===== src/design/rtps_pkg.sv =====
// Package for the RTP/RTCP presentation-time synchroniser.
// Holds operation and status codes, sequencer states and widths. No dependencies.
`default_nettype none
package rtps_pkg;
  localparam int unsigned RateW = 31;
  localparam int unsigned PtW = 7;
  localparam int unsigned CfgW = 31;
  localparam int unsigned CfgIdxW = 2;
  localparam logic [63:0] AllOnes = 64'hFFFF_FFFF_FFFF_FFFF;
  localparam logic [31:0] NsPerS = 32'd1000000000;

  typedef enum logic [1:0] {
    OP_RTP = 2'd0,
    OP_SR = 2'd1,
    OP_OTHER = 2'd2,
    OP_RSVD = 2'd3
  } op_t;

  typedef enum logic [1:0] {
    ST_OK = 2'd0,
    ST_SSRC = 2'd1,
    ST_BAD = 2'd2,
    ST_UNSORTED = 2'd3
  } status_t;

  typedef enum logic [CfgIdxW-1:0] {
    REG_RTP_HZ = 2'd0,
    REG_PAYLOAD_TYPE = 2'd1,
    REG_SORTED_MODE = 2'd2,
    REG_NONE = 2'd3
  } reg_idx_t;

  typedef enum logic [3:0] {
    S_IDLE,
    S_DECODE,
    S_BASE,
    S_MUL_A,
    S_MUL_B,
    S_NTP,
    S_OFFSET,
    S_DIV,
    S_APPLY,
    S_SORT,
    S_DONE
  } state_t;

  typedef struct packed {
    logic start;
    logic [95:0] dividend;
  } div_req_t;

  typedef struct packed {
    logic busy;
    logic done;
    logic ovf;
    logic [63:0] quot;
  } div_rsp_t;
endpackage
`default_nettype wire


===== src/design/rtps_div.sv =====
// Restoring divider: 96-bit dividend by 31-bit rate, one quotient bit a cycle.
// Depends on rtps_pkg. Flags overflow when the quotient exceeds 64 bits.
`default_nettype none
module rtps_div (
  input wire logic clk,
  input wire logic rst,
  input wire logic [rtps_pkg::RateW-1:0] rate,
  input wire rtps_pkg::div_req_t req,
  output rtps_pkg::div_rsp_t rsp
);
  import rtps_pkg::*;

  logic [95:0] dvd;
  logic [RateW:0] rem;
  logic [6:0] cnt;
  logic ovf;
  logic busy;
  logic done;
  logic [RateW+1:0] trial;

  assign trial = {rem, dvd[95]} - {2'b00, rate};

  always_ff @(posedge clk) begin
    if (rst) begin
      busy <= 1'b0;
      done <= 1'b0;
    end else begin
      done <= 1'b0;
      if (req.start) begin
        busy <= 1'b1;
      end else if (busy && cnt == 7'd95) begin
        busy <= 1'b0;
        done <= 1'b1;
      end
    end
  end

  always_ff @(posedge clk) begin
    if (req.start) begin
      dvd <= req.dividend;
      rem <= '0;
      cnt <= '0;
      ovf <= 1'b0;
    end else if (busy) begin
      cnt <= cnt + 7'd1;
      if (!trial[RateW+1]) begin
        rem <= trial[RateW:0];
        dvd <= {dvd[94:0], 1'b1};
        if (cnt < 7'd32) ovf <= 1'b1;
      end else begin
        rem <= {rem[RateW-1:0], dvd[95]};
        dvd <= {dvd[94:0], 1'b0};
      end
    end
  end

  assign rsp.busy = busy;
  assign rsp.done = done;
  assign rsp.ovf = ovf;
  assign rsp.quot = dvd[63:0];
endmodule
`default_nettype wire


===== config.mk =====
export PLATFORM = sky130hd
export DESIGN_NAME = rtps_div
export DESIGN_NICKNAME = d
export VERILOG_FILES = /design/src/design/rtps_pkg.sv /design/src/design/rtps_div.sv
export SDC_FILE = /design/constraint.sdc
export NUM_CORES = 1
export LEC_CHECK = 0
export BUFFER_PORTS_ARGS = -buffer_cell sky130_fd_sc_hd__buf_4
export CORE_AREA = 4 4 219 135
export DETAILED_ROUTE_END_ITERATION = 8
export DIE_AREA = 0 0 223 139
export PLACE_DENSITY = 0.57
export SKIP_CTS_REPAIR_TIMING = 1
export SYNTH_ARGS = -nofsm -noshare
export SYNTH_HDL_FRONTEND = slang
export SYNTH_SLANG_ARGS = --single-unit

===== constraint.sdc =====
create_clock -name clk -period 4.3 [get_ports clk]
set_input_delay 0.645 -clock clk [delete_from_list [all_inputs] [get_ports clk]]
set_output_delay 0.645 -clock clk [all_outputs]
set_load 0.05 [all_outputs]

Word level (Yosys, flattened, before mapping)
Index checks and enable logic that the tools add are counted.

word-level totals
  bits in registers = 138
  input bits = 130
  output and inout bits = 67
  logic and storage cells = 23

operators by class
  add/subtract/negate cells = 2
  $lt $le $gt $ge = 1
  equality and inequality tests = 1
  multiplexer cells = 7
  bitwise logic cells = 1
  reductions and logical operators = 5

operator list
  operator                                                               count
  96-bit two-way mux                                                     2
  33-bit by 31-bit subtractor with 33-bit output                         1
  32-bit two-way mux                                                     1
  7-bit by 1-bit adder with 7-bit output (second input constant)         1
  7-bit equality test (second input constant)                            1
  7-bit by 6-bit < comparator with 1-bit output (second input constant)  1
  1-bit two-way mux                                                      4
  2-bit nonzero test                                                     2
  3-bit AND reduction                                                    1
  2-bit OR reduction                                                     1
  1-bit logical AND                                                      1
  1-bit NOT                                                              1

Logic depth before layout (Yosys ltp)
  word-level depth = 4
  depth in mapped cells = 13

Worst setup path before layout
OpenSTA, ideal clock, no wires.

  path type = input-to-reg
  from = input req[96] in the netlist's numbering
  to = register dvd[0], enable pin
  setup time = 449 ps
  arrival = 3101 ps
  required time = 3851 ps
  slack = 750 ps
  stages on the path = 4
  buffers on the path = 2
  cells stage by stage = clkbuf_1 -> nor2_1 -> clkbuf_1 -> inv_1

between the ends
  cells in the longest elaborated chain, start to end = 1

RTL lines
  item                                 line            RTL
  from (decl)                          rtps_div.sv:8   input wire rtps_pkg::div_req_t req,
  2-bit nonzero test (no source line)  -
  to (signal assigned)                 rtps_div.sv:40  dvd <= req.dividend;
  to (signal assigned)                 rtps_div.sv:48  dvd <= {dvd[94:0], 1'b1};
  to (signal assigned)                 rtps_div.sv:52  dvd <= {dvd[94:0], 1'b0};
  to (decl)                            rtps_div.sv:13  logic [95:0] dvd;

No other way between the ends.
A chain may end at the register's enable or synchronous reset.

Worst setup path after layout
  from = register dvd[95]
  to = register rem[23]

between the ends
  cells in the longest elaborated chain, start to end = 2

RTL lines
  item                                            line            RTL
  33-bit by 31-bit subtractor with 33-bit output  rtps_div.sv:21  assign trial = {rem, dvd[95]} - {2'b00, rate};
  32-bit two-way mux                              rtps_div.sv:46  if (!trial[RateW+1]) begin
  to (signal assigned)                            rtps_div.sv:47  rem <= trial[RateW:0];
  to (signal assigned)                            rtps_div.sv:51  rem <= {rem[RateW-1:0], dvd[95]};
  to (decl)                                       rtps_div.sv:14  logic [RateW:0] rem;

No other way between the ends.

==> impl_metrics.env <==
export IMPL_synth_top_family_by_area="multiplexers"
export IMPL_number_of_global_route_vias_before_repair=5712
export IMPL_setup_tns_ns=0
export IMPL_drive_gt1_frac=0.381
export IMPL_global_route_peak_usage_layer="met1"
export IMPL_area_growth_pct=24.0
export IMPL_number_of_storage_elements_in_the_synthesis_netlist=138
export IMPL_layout_min_cycle_time_ns=3.34
export IMPL_cts_max_level=4
export IMPL_min_delay_path_class="input pin to register"
export IMPL_cts_root_buffer_cell="sky130_fd_sc_hd__clkbuf_16"
export IMPL_yosys_top_cell_area_share=0.352
export IMPL_wire_per_inst_microns=17.3
export IMPL_data_arrival_time_at_the_worst_slack_endpoint_ns=3.64
export IMPL_die_area_sq_mm=0.0310
export IMPL_insertion_delay_ns=0.42
export IMPL_postSynthAreaPerCell_sq_um=10.9
export IMPL_synth_most_common_cell="sky130_fd_sc_hd__edfxtp_1"
export IMPL_dpl_worst_slack_ns=0.624
export IMPL_largest_cells_by_area_after_synthesis="sky130_fd_sc_hd__edfxtp_1 35%, sky130_fd_sc_hd__mux2_2 13%, sky130_fd_sc_hd__dfxtp_1 10%, sky130_fd_sc_hd__buf_4 6.2%, sky130_fd_sc_hd__ha_1 4.9%"
export IMPL_grtUsageMet3=0.0402
export IMPL_max_vdd_ir_drop_uv=172
export IMPL_setup_slack_ns=0.960
export IMPL_synthMuxAreaShare=0.147
export IMPL_cts_tree="built"
export IMPL_timing_final_crit_share=0.777
export IMPL_placed_area_sq_mm=0.00954
export IMPL_synth_top_cells_by_count="96 x sky130_fd_sc_hd__edfxtp_1, 95 x sky130_fd_sc_hd__mux2_2, 68 x sky130_fd_sc_hd__buf_4"
export IMPL_max_slew_worst_pin_slew_ns=0.835
export IMPL_synth_xor_xnor_area_share=0.0355
export IMPL_power_share_sequential=0.409
export IMPL_synth_cell_area_sq_mm=0.00819
export IMPL_timing_slew_headroom=0.444
export IMPL_routed_via_density=4.79
export IMPL_drv_cap=0
export IMPL_power_report_internal_total_uw=2830
export IMPL_cts_path_max_buffers=2
export IMPL_total_routed_wirelength_microns=21700
export IMPL_largest_net_degree_at_the_start_of_global_routing=62
export IMPL_cts_sink_count=138
export IMPL_skew_ns=0.00809
export IMPL_finish_instance_area_sq_mm=0.0101
export IMPL_total_count_of_hold_check_failures_in_the_final_report=0
export IMPL_grt_met2_usage=0.184
export IMPL_async_flop_share=0
export IMPL_hold_ws_ns=0.390
export IMPL_postRouteAntennaNets=0
export IMPL_cp_capture_type="register"
export IMPL_total_leakage_power_uw=0.00418
export IMPL_num_io_pins=197
export IMPL_synthCells=751
export IMPL_die_x_microns=223
export IMPL_floorplan_core_area_sq_mm=0.0275
export IMPL_core_rowCount=47
export IMPL_cts_reportedPaths_clkPinSlew_ns=0.06
export IMPL_dp_cells=1222
export IMPL_netSwitchingPower_uw=1090
export IMPL_synth_sequential_area_ratio=0.455
export IMPL_power_density_mw_per_mm2=387
export IMPL_synth_edf_count=96
export IMPL_finalWeightedCongestion=0.886
export IMPL_worstSetupPathType="register to register"
export IMPL_synthesis_yosys_warnings=0
export IMPL_hpwl_microns=16200
export IMPL_antenna_found_initial=0
export IMPL_nets=1037
export IMPL_comb_power_share=0.198
export IMPL_cp_start_kind="register"
export IMPL_drtPass1Iterations=5
export IMPL_insertedDiodeCount=0
export IMPL_ys_dominant_reg_cell="sky130_fd_sc_hd__edfxtp_1"
export IMPL_place_port_buffers=196
export IMPL_synth_compound_area_share=0.125
export IMPL_setup_violations=0
export IMPL_slew_viol_final=0
export IMPL_initial_core_util=0.298
export IMPL_max_clock_freq_mhz=299
export IMPL_drt_drc_violations_left=0
export IMPL_grt_setup_unrepaired="no"
export IMPL_power_switching_fraction=0.279
export IMPL_die_h_microns=139
export IMPL_final_global_route_overflow_total=0
export IMPL_fraction_of_the_mapped_netlist_area_in_adder_cells=0.0513
export IMPL_post_layout_cell_count=1254
export IMPL_run_status="finished, final reports clean"
export IMPL_global_route_usage_met1=0.213
export IMPL_synth_cell_type_count=60
export IMPL_crit_fanout=33
export IMPL_power_clock_fraction=0.392
export IMPL_synth_simple_gate_area_share=0.0863
export IMPL_drt_iter0_drc=435
export IMPL_numCtsBuffers=17
export IMPL_grt_first_pass_wirelength_microns=33600
export IMPL_route_vias_total=6004
export IMPL_syn_nets=914
export IMPL_n_fill_cell=2748
export IMPL_globalRouteTotalUtil=0.137
export IMPL_yosysTopAreaCell="sky130_fd_sc_hd__edfxtp_1"
export IMPL_required_arrival_time_at_the_worst_endpoint_ns=4.60
## placed cells by master, fill, tap and decap left out, types with 30 or more instances in the layout
cell / instances
sky130_fd_sc_hd__a21oi_1: 36
sky130_fd_sc_hd__nor2_1: 31
sky130_fd_sc_hd__nand2_1: 48
sky130_fd_sc_hd__ha_1: 32
sky130_fd_sc_hd__edfxtp_1: 96
sky130_fd_sc_hd__dfxtp_1: 42
sky130_fd_sc_hd__buf_4: 204
sky130_fd_sc_hd__mux2_2: 95
sky130_fd_sc_hd__inv_1: 42
sky130_fd_sc_hd__o21ai_0: 30
## through the flow
| stage | total power [uW] | util |
|---|---|---|
| 6_report | 3930 | 0.370 |
| 5_1_grt | 4100 | 0.370 |
| 4_1_cts | 3980 | 0.370 |
| 3_5_place_dp | 2420 | 0.347 |
| 3_3_place_gp | 2410 | 0.347 |
| 2_1_floorplan | 2220 | - |
## cells by family after synthesis
group,after synthesis
muxes,108
AOI/OAI and AO/OA,149
buffers and inverters,144
DFF,138
adders and majority gates,33
xor gates and xnor gates,31
and+or+nand+nor,148
## area by class of cell
type | count | area, sq um | share of cell area
clock inverters | 12 | 171 | 0.0169
multi-input cells | 469 | 3640 | 0.359
inverters | 43 | 164 | 0.0161
repair buffers | 205 | 1550 | 0.153
clock buffers | 20 | 437 | 0.0430
well taps | 367 | 459 | 0.0452
flip-flops and latches | 138 | 3720 | 0.367
## final timing paths
kind / endpoint / slack (ns) / startpoint / cells after the start
worst min register to register: ovf / 0.46 / ovf / 2
worst max-delay path: rem[23] / 0.96 / dvd[95] / 12
worst min-delay path: done / 0.39 / rst / 2
worst max register to register: rem[23] / 0.96 / dvd[95] / 12
## power groups by stage
stage          combinational [uW]  sequential, uW  clock [uW]
2_1_floorplan                 598            1620           0
3_3_place_gp                  779            1630           0
3_5_place_dp                  779            1640           0
4_1_cts                       783            1610        1590
5_1_grt                       828            1620        1650
6_report                      778            1610        1540
## routing by layer
metal  share of wire  up-vias
met3           0.076       15
met4          0.0092        0
met5               0        -
li1                -     2950
met1            0.51     2833
met2            0.41      206
## worst max-delay path: stages (launching register included)
cell and delay (ns):
sky130_fd_sc_hd__edfxtp_1 0.42, sky130_fd_sc_hd__inv_1 0.08, sky130_fd_sc_hd__ha_1 0.18, sky130_fd_sc_hd__fa_1 0.22
sky130_fd_sc_hd__nand2b_1 0.15, sky130_fd_sc_hd__a21oi_1 0.15, sky130_fd_sc_hd__o211ai_1 0.35, sky130_fd_sc_hd__a311oi_2 0.15
sky130_fd_sc_hd__o31a_4 0.33, sky130_fd_sc_hd__xnor2_4 0.60, sky130_fd_sc_hd__buf_12 0.27, sky130_fd_sc_hd__nand2b_1 0.19
sky130_fd_sc_hd__o21ai_0 0.11
## sequential cells by signal, indices dropped and copies added, names as in the netlist
register	count
dvd	96
rem	32
cnt	7
busy	1
done	1
ovf	1
No activity file was read; power rests on OpenSTA's default activity.
